$ cat src/rtl/core/assert_macros.svh
// Assertion macros for the RTL files.
`ifndef ASSERT_MACROS_SVH
`define ASSERT_MACROS_SVH
// Same-cycle implication, disabled while reset is asserted.
`define ASSERT_IMPLIES(label, clk, rst_n, lhs, rhs, msg) \
    label: assert property (@(posedge clk) disable iff (!(rst_n)) (lhs) |-> (rhs)) \
        else $error(msg);
// Next-cycle implication, disabled while reset is asserted.
`define ASSERT_NEXT(label, clk, rst_n, lhs, rhs, msg) \
    label: assert property (@(posedge clk) disable iff (!(rst_n)) (lhs) |=> (rhs)) \
        else $error(msg);
`endif

$ cat src/rtl/core/apc_pkg.sv
// Shared types and constants for the amicable pair check unit.
package apc_pkg;
    localparam int NUMBER_WIDTH = 32;
    localparam int SUM_OUT_W    = 35;

    typedef enum logic [1:0] {
        LN_IDLE,
        LN_DIV,
        LN_EVAL,
        LN_DONE
    } t_lane_state;
endpackage

$ cat src/rtl/core/apc_lane.sv
// One lane: aliquot sum of a number by trial division with a bit-serial divider.
module apc_lane #(
    parameter int W = apc_pkg::NUMBER_WIDTH
) (
    input  logic           i_clk,
    input  logic           i_rst_n,
    input  logic           i_start,
    input  logic [W-1:0]   i_number,
    output logic           o_done,
    output logic [W+2:0]   o_sum
);
    localparam int DW    = (W + 1) / 2 + 1;
    localparam int CW    = $clog2(W);
    localparam int SUM_W = W + 3;

    apc_pkg::t_lane_state r_state, n_state;
    logic [W-1:0]     r_num, n_num;
    logic [W-1:0]     r_shift, n_shift;
    logic [W-1:0]     r_q, n_q;
    logic [DW-1:0]    r_rem, n_rem;
    logic [DW-1:0]    r_d, n_d;
    logic [CW-1:0]    r_cnt, n_cnt;
    logic [SUM_W-1:0] r_sum, n_sum;

    // One restoring division step
    logic [DW:0] rem_sh;
    logic        ge;
    logic [DW:0] rem_sub;
    always_comb begin
        rem_sh  = {r_rem, r_shift[W-1]};
        ge      = (rem_sh >= {1'b0, r_d});
        rem_sub = rem_sh - {1'b0, r_d};
    end

    // State register
    always_ff @(posedge i_clk) begin
        if (!i_rst_n) begin
            r_state <= apc_pkg::LN_IDLE;
        end else begin
            r_state <= n_state;
        end
    end

    // Datapath registers
    always_ff @(posedge i_clk) begin
        r_num   <= n_num;
        r_shift <= n_shift;
        r_q     <= n_q;
        r_rem   <= n_rem;
        r_d     <= n_d;
        r_cnt   <= n_cnt;
        r_sum   <= n_sum;
    end

    // Next state: divide n by d, then test d against the quotient
    always_comb begin
        n_state = r_state;
        n_num   = r_num;
        n_shift = r_shift;
        n_q     = r_q;
        n_rem   = r_rem;
        n_d     = r_d;
        n_cnt   = r_cnt;
        n_sum   = r_sum;
        case (r_state)
            apc_pkg::LN_DIV: begin
                n_shift = {r_shift[W-2:0], 1'b0};
                n_q     = {r_q[W-2:0], ge};
                n_rem   = ge ? rem_sub[DW-1:0] : rem_sh[DW-1:0];
                n_cnt   = r_cnt + CW'(1);
                if (r_cnt == CW'(W - 1)) begin
                    n_state = apc_pkg::LN_EVAL;
                end
            end
            apc_pkg::LN_EVAL: begin
                if (W'(r_d) > r_q) begin
                    n_state = apc_pkg::LN_DONE;
                end else begin
                    if (r_rem == '0) begin
                        n_sum = r_sum + SUM_W'(r_d)
                              + ((r_q != W'(r_d)) ? SUM_W'(r_q) : '0);
                    end
                    n_d     = r_d + DW'(1);
                    n_shift = r_num;
                    n_rem   = '0;
                    n_cnt   = '0;
                    n_state = apc_pkg::LN_DIV;
                end
            end
            default: ;
        endcase
        // A new transaction overrides whatever the lane holds
        if (i_start) begin
            n_num   = i_number;
            n_shift = i_number;
            n_rem   = '0;
            n_cnt   = '0;
            n_d     = DW'(2);
            if (i_number < W'(2)) begin
                n_sum   = '0;
                n_state = apc_pkg::LN_DONE;
            end else begin
                n_sum   = SUM_W'(1);
                n_state = apc_pkg::LN_DIV;
            end
        end
    end

    assign o_done = (r_state == apc_pkg::LN_DONE);
    assign o_sum  = r_sum;
endmodule

$ cat src/rtl/core/apc_merge.sv
// Merge stage: waits for both lanes, compares the sums and registers the result.
module apc_merge #(
    parameter int W = apc_pkg::NUMBER_WIDTH
) (
    input  logic                           i_clk,
    input  logic                           i_rst_n,
    input  logic                           i_start,
    input  logic [W-1:0]                   i_first_number,
    input  logic [W-1:0]                   i_second_number,
    input  logic                           i_first_done,
    input  logic                           i_second_done,
    input  logic [W+2:0]                   i_first_sum,
    input  logic [W+2:0]                   i_second_sum,
    output logic                           o_wait,
    output logic                           o_done,
    output logic [apc_pkg::SUM_OUT_W-1:0]  o_first_divisor_sum,
    output logic [apc_pkg::SUM_OUT_W-1:0]  o_second_divisor_sum,
    output logic                           o_is_amicable
);
    localparam int SUM_W = W + 3;
    localparam int EXT_W = (SUM_W > apc_pkg::SUM_OUT_W) ? SUM_W : apc_pkg::SUM_OUT_W;

    logic                          r_wait, n_wait;
    logic                          r_done, n_done;
    logic [W-1:0]                  r_a, r_b;
    logic [apc_pkg::SUM_OUT_W-1:0] r_sa, r_sb;
    logic                          r_match;
    logic                          fire, match;
    logic [EXT_W-1:0]              sa_ext, sb_ext;

    // Full-width compare against the other number
    always_comb begin
        fire   = r_wait && i_first_done && i_second_done;
        match  = (r_a != '0) && (r_b != '0)
              && (i_first_sum == SUM_W'(r_b)) && (i_second_sum == SUM_W'(r_a));
        sa_ext = EXT_W'(i_first_sum);
        sb_ext = EXT_W'(i_second_sum);
        n_wait = i_start ? 1'b1 : (fire ? 1'b0 : r_wait);
        n_done = fire;
    end

    // Control registers
    always_ff @(posedge i_clk) begin
        if (!i_rst_n) begin
            r_wait <= 1'b0;
            r_done <= 1'b0;
        end else begin
            r_wait <= n_wait;
            r_done <= n_done;
        end
    end

    // Operands and result registers
    always_ff @(posedge i_clk) begin
        if (i_start) begin
            r_a <= i_first_number;
            r_b <= i_second_number;
        end
        if (fire) begin
            r_sa    <= sa_ext[apc_pkg::SUM_OUT_W-1:0];
            r_sb    <= sb_ext[apc_pkg::SUM_OUT_W-1:0];
            r_match <= match;
        end
    end

    assign o_wait               = r_wait;
    assign o_done               = r_done;
    assign o_first_divisor_sum  = r_sa;
    assign o_second_divisor_sum = r_sb;
    assign o_is_amicable        = r_match;
endmodule

$ cat src/rtl/core/amicable_pair_check_unit.sv
// Amicable pair check: two aliquot-sum lanes and a merge stage.
// A transaction starts when i_start is high while o_busy is low. Each number
// runs in its own lane, trial division by d = 2, 3, ... until d exceeds n/d,
// and each division is a restoring divider followed by a check of the
// quotient, so a number n >= 2 tests floor(sqrt(n)) divisors; 0 and 1 go
// straight to done. The merge stage waits for the slower lane of the pair and
// registers the result. The result is shown for one cycle with o_done high and
// cannot be stalled; o_busy drops in that same cycle, so the next transaction
// may start right away.
`include "assert_macros.svh"
module amicable_pair_check_unit #(
    parameter int NUMBER_WIDTH = apc_pkg::NUMBER_WIDTH
) (
    input  logic                           i_clk,
    input  logic                           i_rst_n,
    input  logic                           i_start,
    input  logic [NUMBER_WIDTH-1:0]        i_first_number,
    input  logic [NUMBER_WIDTH-1:0]        i_second_number,
    output logic                           o_busy,
    output logic                           o_done,
    output logic [apc_pkg::SUM_OUT_W-1:0]  o_first_divisor_sum,
    output logic [apc_pkg::SUM_OUT_W-1:0]  o_second_divisor_sum,
    output logic                           o_is_amicable
);
    logic                    accept;
    logic                    first_done, second_done;
    logic [NUMBER_WIDTH+2:0] first_sum, second_sum;

    assign accept = i_start && !o_busy;

    // Lanes
    apc_lane #(.W(NUMBER_WIDTH)) u_lane_first (
        .i_clk    (i_clk),
        .i_rst_n  (i_rst_n),
        .i_start  (accept),
        .i_number (i_first_number),
        .o_done   (first_done),
        .o_sum    (first_sum)
    );

    apc_lane #(.W(NUMBER_WIDTH)) u_lane_second (
        .i_clk    (i_clk),
        .i_rst_n  (i_rst_n),
        .i_start  (accept),
        .i_number (i_second_number),
        .o_done   (second_done),
        .o_sum    (second_sum)
    );

    // Merge
    apc_merge #(.W(NUMBER_WIDTH)) u_merge (
        .i_clk                (i_clk),
        .i_rst_n              (i_rst_n),
        .i_start              (accept),
        .i_first_number       (i_first_number),
        .i_second_number      (i_second_number),
        .i_first_done         (first_done),
        .i_second_done        (second_done),
        .i_first_sum          (first_sum),
        .i_second_sum         (second_sum),
        .o_wait               (o_busy),
        .o_done               (o_done),
        .o_first_divisor_sum  (o_first_divisor_sum),
        .o_second_divisor_sum (o_second_divisor_sum),
        .o_is_amicable        (o_is_amicable)
    );

    // Checks
    `ASSERT_NEXT(a_accept_busy, i_clk, i_rst_n, accept, o_busy, "accepted transaction not busy")
    `ASSERT_NEXT(a_done_pulse, i_clk, i_rst_n, o_done, !o_done, "result strobe longer than one cycle")
    `ASSERT_IMPLIES(a_done_idle, i_clk, i_rst_n, o_done, !o_busy, "result while still busy")
endmodule

$ cat config.mk
export PLATFORM = sky130hd
export DESIGN_NAME = amicable_pair_check_unit
export DESIGN_NICKNAME = d
export VERILOG_FILES = /design/src/rtl/core/apc_pkg.sv /design/src/rtl/core/apc_lane.sv /design/src/rtl/core/apc_merge.sv /design/src/rtl/core/amicable_pair_check_unit.sv
export VERILOG_INCLUDE_DIRS = /design/src /design/src/rtl/core
export SDC_FILE = /design/constraint.sdc
export NUM_CORES = 1
export LEC_CHECK = 0
export ABC_AREA = 1
export BUFFER_PORTS_ARGS = -buffer_cell sky130_fd_sc_hd__buf_2
export CELL_PAD_IN_SITES_DETAIL_PLACEMENT = 1
export CELL_PAD_IN_SITES_GLOBAL_PLACEMENT = 2
export CORE_AREA = 2 2 259 261
export DETAILED_ROUTE_END_ITERATION = 10
export DIE_AREA = 0 0 261 263
export GPL_TIMING_DRIVEN = 0
export PLACE_DENSITY_LB_ADDON = 0.1
export SYNTH_ARGS = -nofsm -noshare
export SYNTH_HDL_FRONTEND = slang
export SYNTH_SLANG_ARGS = --single-unit
$ cat constraint.sdc
create_clock -name i_clk -period 9.93 [get_ports i_clk]
set_input_delay 1.4895 -clock i_clk [delete_from_list [all_inputs] [get_ports i_clk]]
set_output_delay 1.4895 -clock i_clk [all_outputs]
set_load 0.02 [all_outputs]
==> results by stage, run 1 <==
Logic synthesis:
- The Yosys warning count is 0.
- By area the synthesized netlist is led by sky130_fd_sc_hd__edfxtp_1, sky130_fd_sc_hd__nand2_1, sky130_fd_sc_hd__ha_1.
- The synthesized design spends more area on one cell type than any other, namely sky130_fd_sc_hd__edfxtp_1.
- The register bit total from synthesis is 417.
- The sequential share of the synthesized area is 45.8%.
- The synthesized design contains 333 enable-type register cells.
- The synthesized netlist occupies a cell area of 0.0255 mm2.
- In this run the biggest area consumer among cell types represents 39.2% of the synthesized area.
- The total nets after synthesis is 3,218.
- The top flip-flop cell by instance count after synthesis is sky130_fd_sc_hd__edfxtp_1.
- After synthesis, the share of flip-flops with an asynchronous set or reset is 0%.
- The cell count after synthesis came out at 2,945.
- Synthesis instantiated 59 different standard cells from the library.
- The mean instance size in the synthesized netlist is 8.66 um2.

Place:
- Once detailed placement completed, the half-perimeter wirelength came to 74,900 um.
- The count of buffers from port buffering is 139.
- Prior to clock tree synthesis, the placed netlist has a worst setup slack of 4760 ps.
- The final weighted congestion in routability-driven placement is 0.905.

STA:
- In this run the tightest slew margin relative to its limit is 20.2%.
- Setup violations remaining at the end of the flow were counted as 0.
- The least setup slack across all paths after layout is 4800 ps.
- Timing would allow up to 195 MHz.
- The max-slew violation total from the final report was 0.
- The setup clock skew after layout is 33.0 ps.
- The number of endpoints with negative hold slack in the final report is 0.
- Setup repair after global routing left no endpoint under its margin.
- The setup TNS is 0 ps.
- After layout, the minimum clock period comes to 5130 ps.
- For the pin with the worst max-slew slack, the measured transition is 1200 ps.
- Dividing the final minimum period by the clock period gives 51.6%.

GRT:
- The number of antenna violations at the first check in global routing is 5.
- The largest net degree at the start of global routing is 42.
- Global routing finished with a remaining overflow of 0.
- The wire length of the first global-routing pass is 141,000 um.
- The via count of the first global-routing pass is 23,244.
- The combined global-route utilization of all metal layers is 26.9%.

Floorplanning:
- In this run the vertical extent of the chip is 263 um.
- The die is 261 um wide.
- For this design the top-level I/O count stands at 140.
- The die covers 0.0686 mm2.
- The row count is 94.
- The effective utilization at floorplan is 38.8%.
- The floorplan step defined a core boundary enclosing 0.0656 mm2.

Layout:
- At the end of the flow the core is filled with cells to 44.4%.
- The leading cell type in the layout, fill and taps excluded is sky130_fd_sc_hd__nand2_1.
- The top cell types in the final layout, fill and taps aside, are sky130_fd_sc_hd__nand2_1, sky130_fd_sc_hd__inv_1, sky130_fd_sc_hd__edfxtp_1.
- The final net count is 3,424.
- The area growth from synthesis to layout is 14.2%.
- The ratio of cells with drive above 1 in the final layout is 9.53%.

Critical path:
- By startpoint and endpoint, the worst setup path is classified as reg2reg.
- The data required time of the critical path is 10,270 ps.
- Data arrives at the worst endpoint at 5470 ps.
- The worst setup path is captured at a flip-flop.
- STA classifies the critical path startpoint as a flip-flop.
- The critical-path maximum fanout is 10.

Drt:
- The count of vias placed by the detailed router is 22,221.
- The per-cell routed wire length is 22.9 um.
- In this run, the number of DRC markers left after iteration 0 of detailed routing was 1,333.
- The total DRC errors in the routed layout is 0.
- The number of detailed-route iterations in the first pass is 5.
- After detailed routing, the total wire length is 92,700 um.
- The post-detailed-route count of antenna-violating nets is 0.
- The via density per instance is 5.48.

Clock network:
- The post-CTS clock slew at the launch and capture registers of the worst setup and hold paths is 60 ps.
- In this run the deepest clock path goes through 3 buffers.
- The clock net in this run drives a total of 417 sinks.
- The CTS tree is done.
- The count of cells resized by post-cts repair is 0.
- Counting the buffers created by CTS gives 49.
- For the worst-skew pair, the clock arrives at the later sink with an insertion delay of 610 ps.
- The hold buffer count at cts is 0.
- Buffers added to address setup during post-CTS repair amount to 0.
- The H-tree level count is 2.
- The clock tree root buffer cell is sky130_fd_sc_hd__clkbuf_16.

Job:
- Across the run, the number of max-cap violations was 0.

Power:
- For this design the static power due to leakage is 12.2 nW.
- The highest ir drop seen on vdd is 0.118 mV.
- The total power per unit cell area is 243 mW/mm2.

Min path:
- The class of the tightest hold or removal check is reg2reg.

Status:
- The run finished with clean final reports.
-- metrics by stage --
stage / instances / hold WS (ps) / power, mW / area [um2]
5_1_grt: 4054 / 455 / 7.54 / 29100
3_3_place_gp: 3948 / 431 / 5.14 / 27300
2_1_floorplan: 2945 / 426 / 4.29 / 25500
3_5_place_dp: 3964 / 438 / 5.22 / 27500
4_1_cts: 4054 / 452 / 7.10 / 29100
6_report: 4055 / 454 / 7.07 / 29100
-- per-layer routing --
metal | part of all wire [%] | vias to the layer above | GRT usage, %
met2 | 49 | 462 | 46.0
met1 | 45 | 11104 | 35.9
met4 | 3.0 | 0 | 7.79
li1 | - | 10521 | -
met5 | 0 | - | 0
met3 | 3.7 | 134 | 2.81
-- cell families (layout without fill, tap and decap cells) --
kind of cell             count (synthesis)  in the layout  share of synthesized area (%)
buffers and inverters                  446            691                           6.84
AO/OA/AOI/OAI                          540            540                           12.0
adder cells (fa/ha/maj)                206            206                           11.2
other                                    0              1                              0
multiplexers                             2              2                         0.0785
AND/OR/NAND/NOR                       1271           1271                           21.8
XOR/XNOR                                63             63                           2.16
flip-flops                             417            417                           45.8
-- synth_stat cells, types with 15 or more instances --
library cell                 n
sky130_fd_sc_hd__nor4_1     52
sky130_fd_sc_hd__o21ai_0   130
sky130_fd_sc_hd__o22ai_1    18
sky130_fd_sc_hd__nand2_1   597
sky130_fd_sc_hd__inv_1     345
sky130_fd_sc_hd__xnor2_1    17
sky130_fd_sc_hd__nor3_1     43
sky130_fd_sc_hd__ha_1      168
sky130_fd_sc_hd__o21ai_1    37
sky130_fd_sc_hd__nand4_1    61
sky130_fd_sc_hd__a31oi_1    48
sky130_fd_sc_hd__o21bai_1   15
sky130_fd_sc_hd__xor2_1     46
sky130_fd_sc_hd__nand3_1   150
sky130_fd_sc_hd__dfxtp_1    84
sky130_fd_sc_hd__edfxtp_1  333
sky130_fd_sc_hd__o21a_1     21
sky130_fd_sc_hd__a21oi_1   219
sky130_fd_sc_hd__nor2_1    316
sky130_fd_sc_hd__fa_1       38
sky130_fd_sc_hd__clkbuf_1   69
-- registers in the layout (all words and copies together) (netlist names), 35 cells and up --
signal,flops
u_lane_first.o_sum,35
u_lane_second.o_sum,35
u_merge.o_first_divisor_sum,35
u_merge.o_second_divisor_sum,35
-- worst paths after layout --
| path | slack [ps] | depth (start not counted) | endpoint | start |
|---|---|---|---|---|
| max | 4800 | 22 | u_lane_first.o_sum[31] | u_lane_first.r_d[7] |
| min | 450 | 0 | u_lane_first.r_q[8] | u_lane_first.r_q[7] |
| max reg2reg | 4800 | 22 | u_lane_first.o_sum[31] | u_lane_first.r_d[7] |
| min reg2reg | 450 | 0 | u_lane_first.r_q[8] | u_lane_first.r_q[7] |
-- area by class of cell --
type / instances / area, um2
fillers: 7810 / 36500
clock inverters: 30 / 278
diodes: 1 / 2.50
clock buffers: 60 / 1340
inverters: 355 / 1330
multi-input cells: 2082 / 12100
plain buffers: 91 / 413
flip-flops and latches: 417 / 11700
repair buffers: 155 / 895
well taps: 864 / 1080
-- power by group --
part / switching (mW) / internal [mW]
logic: 1.84 / 0.916
registers: 0.264 / 2.20
clock network: 0.768 / 1.09
total: 2.87 / 4.20
-- worst max-delay path, stage by stage, from the launching register on --
cell                       delay, ps
sky130_fd_sc_hd__dfxtp_1         410
sky130_fd_sc_hd__ha_1            340
sky130_fd_sc_hd__nand2_1          70
sky130_fd_sc_hd__nor2_1          150
sky130_fd_sc_hd__nand4_1         180
sky130_fd_sc_hd__nor2_1          200
sky130_fd_sc_hd__nand2_2         200
sky130_fd_sc_hd__clkinv_1        260
sky130_fd_sc_hd__nor2_1           90
sky130_fd_sc_hd__fa_1            490
sky130_fd_sc_hd__ha_1            260
sky130_fd_sc_hd__inv_1           120
sky130_fd_sc_hd__fa_1            370
sky130_fd_sc_hd__inv_1            80
sky130_fd_sc_hd__nand2_1          80
sky130_fd_sc_hd__o21ai_2         280
sky130_fd_sc_hd__a21boi_0        230
sky130_fd_sc_hd__o21ai_1         420
sky130_fd_sc_hd__nand2_1         140
sky130_fd_sc_hd__nand2_1         180
sky130_fd_sc_hd__nand2_1         110
sky130_fd_sc_hd__a21oi_1         140
sky130_fd_sc_hd__nor2_1           60
(Power assumes the default switching activity.)
==> run 2: changes to the inputs <==
clock period = 5.3 ns   (was 9.93 ns; I/O delays follow)
==> results by stage, run 2 (synthesis results as in run 1) <==
Layout:
- The final net count came to 3,420 (was 3,424).
- The post-layout instance area is 0.0290 mm2 (was 0.0291 mm2).
- Commonest cells after routing, fill and taps aside: sky130_fd_sc_hd__nand2_1, sky130_fd_sc_hd__inv_1, sky130_fd_sc_hd__edfxtp_1 (unchanged).
- The growth of design area from synthesis to finish is 13.9% (was 14.2%).
- The ratio of cells with drive above 1 in the final layout is 9.41% (was 9.53%).
- The leading cell type in the layout, fill and taps excluded is sky130_fd_sc_hd__nand2_1 (unchanged).

Power:
- The internal power is 7.74 mW (was 4.20 mW).
- The part of the power in registers came to 35.2% (was 34.9%).
- The leakage power figure was 12.2 nW (about the same).
- The total power per unit cell area is 450 mW/mm2 (was 243 mW/mm2).
- The combinational share of power is 39.1% (was 38.9%).
- The highest ir drop seen on vdd is 0.226 mV (was 0.118 mV).
- The switching power is 5.35 mW (was 2.87 mW).
- The portion of total power attributed to the clock network is 25.7% (was 26.2%).
- The fraction of power spent switching nets is 40.9% (was 40.5%).

GRT:
- The combined global-route utilization of all metal layers is 27.0% (was 26.9%).
- The met2 layer usage reported by global route is 45.7% (was 46.0%).
- The met3 layer usage reported by global route was 2.91% (was 2.81%).
- The number of antenna violations at the first check in global routing is 2 (was 5).
- The via count of the first global-routing pass is 23,325 (was 23,244).
- The met1 global-route usage is 36.3% (was 35.9%).
- The overall overflow remaining after global route was 0 (unchanged).
- The largest net degree at the start of global routing came to 42 (unchanged).
- The layer carrying the most global-route usage is met2 (unchanged).
- The wire length of the first global-routing pass was 141,000 um (about the same).

Min path:
- The class of the tightest hold or removal check is in2reg (was reg2reg).
- The hold-critical path depth is 1 (was 0).

Critical path:
- The endpoint kind of the worst setup timing path was a flip-flop (unchanged).
- The worst path arrival time is 5340 ps (was 5470 ps).
- The critical-path maximum fanout is 6 (was 10).
- The worst reg2reg path depth is 23 (was 22).
- The type of origin of the critical path was a flip-flop (unchanged).
- The data required time of the critical path is 5680 ps (was 10,270 ps).
- The category of the most critical setup path is reg2reg (unchanged).

STA:
- The highest achievable clock rate is 202 MHz (was 195 MHz).
- The max-slew violation total from the final report is 0 (unchanged).
- The post-route clock period utilization came to 93.6% (was 51.6%).
- The minimum clock period is 4960 ps (was 5130 ps).
- The final setup violation count was 0 (unchanged).
- The minimum hold slack is 401 ps (was 454 ps).
- The number of endpoints with negative hold slack in the final report was 0 (unchanged).
- The setup clock skew after layout was 33.8 ps (was 33.0 ps).
- The slew at the pin closest to its max-slew limit came to 1130 ps (was 1200 ps).
- The max-slew headroom at the worst pin is 24.7% (was 20.2%).

Clock network:
- The H-tree level count was 2 (unchanged).
- The number of clock sinks is 417 (unchanged).
- The hold buffer count at cts is 0 (unchanged).
- The number of setup buffers added after CTS came to 0 (unchanged).
- The clock tree root buffer cell is sky130_fd_sc_hd__clkbuf_16 (unchanged).
- The post-CTS clock slew at the launch and capture registers of the worst setup and hold paths is 60 ps (about the same).
- The latest clock arrival within the worst-skew pair is 610 ps (about the same).
- The number of buffers on the longest clock path came to 3 (unchanged).
- The number of buffers inserted during clock tree synthesis is 50 (was 49).
- The CTS tree was done (unchanged).

Place:
- The final weighted congestion in routability-driven placement is 0.900 (was 0.905).
- The post-detailed-placement half-perimeter wirelength was 74,000 um (was 74,900 um).
- The count of buffers from port buffering is 139 (unchanged).
- The total cell area at the placement stage came to 0.0275 mm2 (about the same).

Drt:
- The via density per instance came to 5.49 (was 5.48).
- The post-detailed-route count of antenna-violating nets is 0 (unchanged).
- The initial detailed-routing violation count was 1,370 (was 1,333).
- The total wire length is 92,200 um (was 92,700 um).
- The per-cell routed wire length was 22.7 um (was 22.9 um).
- The total DRC errors in the routed layout was 0 (unchanged).
- The count of vias placed by the detailed router is 22,263 (was 22,221).
- The number of detailed-route iterations in the first pass is 5 (unchanged).

Floorplanning:
- The width of the chip is 261 um (unchanged).
- The die boundary height is 263 um (unchanged).
- The core area is 0.0656 mm2 (unchanged).
- The area of the die was 0.0686 mm2 (unchanged).
- The count of pins on the block boundary is 140 (unchanged).
- The row count is 94 (unchanged).
- The effective utilization at floorplan is 38.8% (unchanged).

Status:
- Run status: finished clean (unchanged).

Job:
- The max-cap check violation count is 0 (unchanged).
## run 2: cell count changes in the layout (fill, tap and decap cells not counted), sizes merged
cell,before,now
bufinv,5,2
clkinvlp,2,5
clkbuf,129,133
buf,177,172
clkinv,25,23
## run 2: routing by layer
metal | vias up | wire [um]
li1 | 10523 | -
met1 | 11170 | 41500
met2 | 441 | 44500
met3 | 129 | 3500
met4 | 0 | 2680
met5 | - | 0
## run 2: final timing paths
path,start,endpoint,slack [ps]
setup / recovery,u_lane_second.r_d[13],u_lane_second.o_sum[23],340
setup reg to reg,u_lane_second.r_d[13],u_lane_second.o_sum[23],340
hold reg to reg,u_lane_first.r_q[14],u_lane_first.r_q[15],430
hold / removal,i_second_number[29],u_merge.r_b[29],400
## run 2: power by group through the flow
stage          sequential [mW]  clock, mW  combinational [mW]
6_report                  4.61       3.36                5.12
4_1_cts                   4.60       3.43                5.13
2_1_floorplan             4.39          0                3.65
5_1_grt                   4.65       3.54                5.80
3_5_place_dp              4.66          0                5.09
3_3_place_gp              4.67          0                4.95
## run 2: metrics by stage
stage          utilization, %  setup TNS (ps)  setup WS [ps]  cells  power, mW
6_report                 44.3               0            340   4052       13.1
4_1_cts                  44.3               0            172   4051       13.2
3_5_place_dp             41.9               0            219   3959       9.75
2_1_floorplan               -               0            294   2945       8.04
3_3_place_gp             41.6         -172930          -2110   3948       9.62
5_1_grt                  44.3           -6.29          -6.29   4051       14.0
## run 2: layout make-up
class | instances | area [um2]
diodes | 1 | 2.50
plain buffers | 91 | 413
clock buffers | 64 | 1360
clock inverters | 28 | 201
fillers | 7826 | 36600
inverters | 355 | 1330
multi-input cells | 2082 | 12100
flip-flops and latches | 417 | 11700
well taps | 864 | 1080
repair buffers | 150 | 872
## run 2: what timing repair did
action | in CTS | in global routing
endpoints found under the hold margin | 0 | 0
gates resized for setup | 0 | 1
endpoints found under the setup margin | 0 | 2
## run 2: worst max-delay path, cell delays in order, from the launching register on
cell and delay, ps:
sky130_fd_sc_hd__dfxtp_1 420, sky130_fd_sc_hd__ha_1 360, sky130_fd_sc_hd__nand2_1 70, sky130_fd_sc_hd__nor2_1 170, sky130_fd_sc_hd__nand4_1 200, sky130_fd_sc_hd__nor2_1 130
sky130_fd_sc_hd__nand2_1 150, sky130_fd_sc_hd__inv_1 200, sky130_fd_sc_hd__nor2_1 80, sky130_fd_sc_hd__fa_1 480, sky130_fd_sc_hd__ha_1 260, sky130_fd_sc_hd__inv_1 90
sky130_fd_sc_hd__fa_1 370, sky130_fd_sc_hd__inv_1 80, sky130_fd_sc_hd__nand2_1 80, sky130_fd_sc_hd__a21oi_2 300, sky130_fd_sc_hd__a21boi_0 240, sky130_fd_sc_hd__o21bai_2 300
sky130_fd_sc_hd__nand2_1 120, sky130_fd_sc_hd__nand2_1 150, sky130_fd_sc_hd__nand2_1 90, sky130_fd_sc_hd__nand2_1 60, sky130_fd_sc_hd__nand2_1 50, sky130_fd_sc_hd__a21oi_1 270
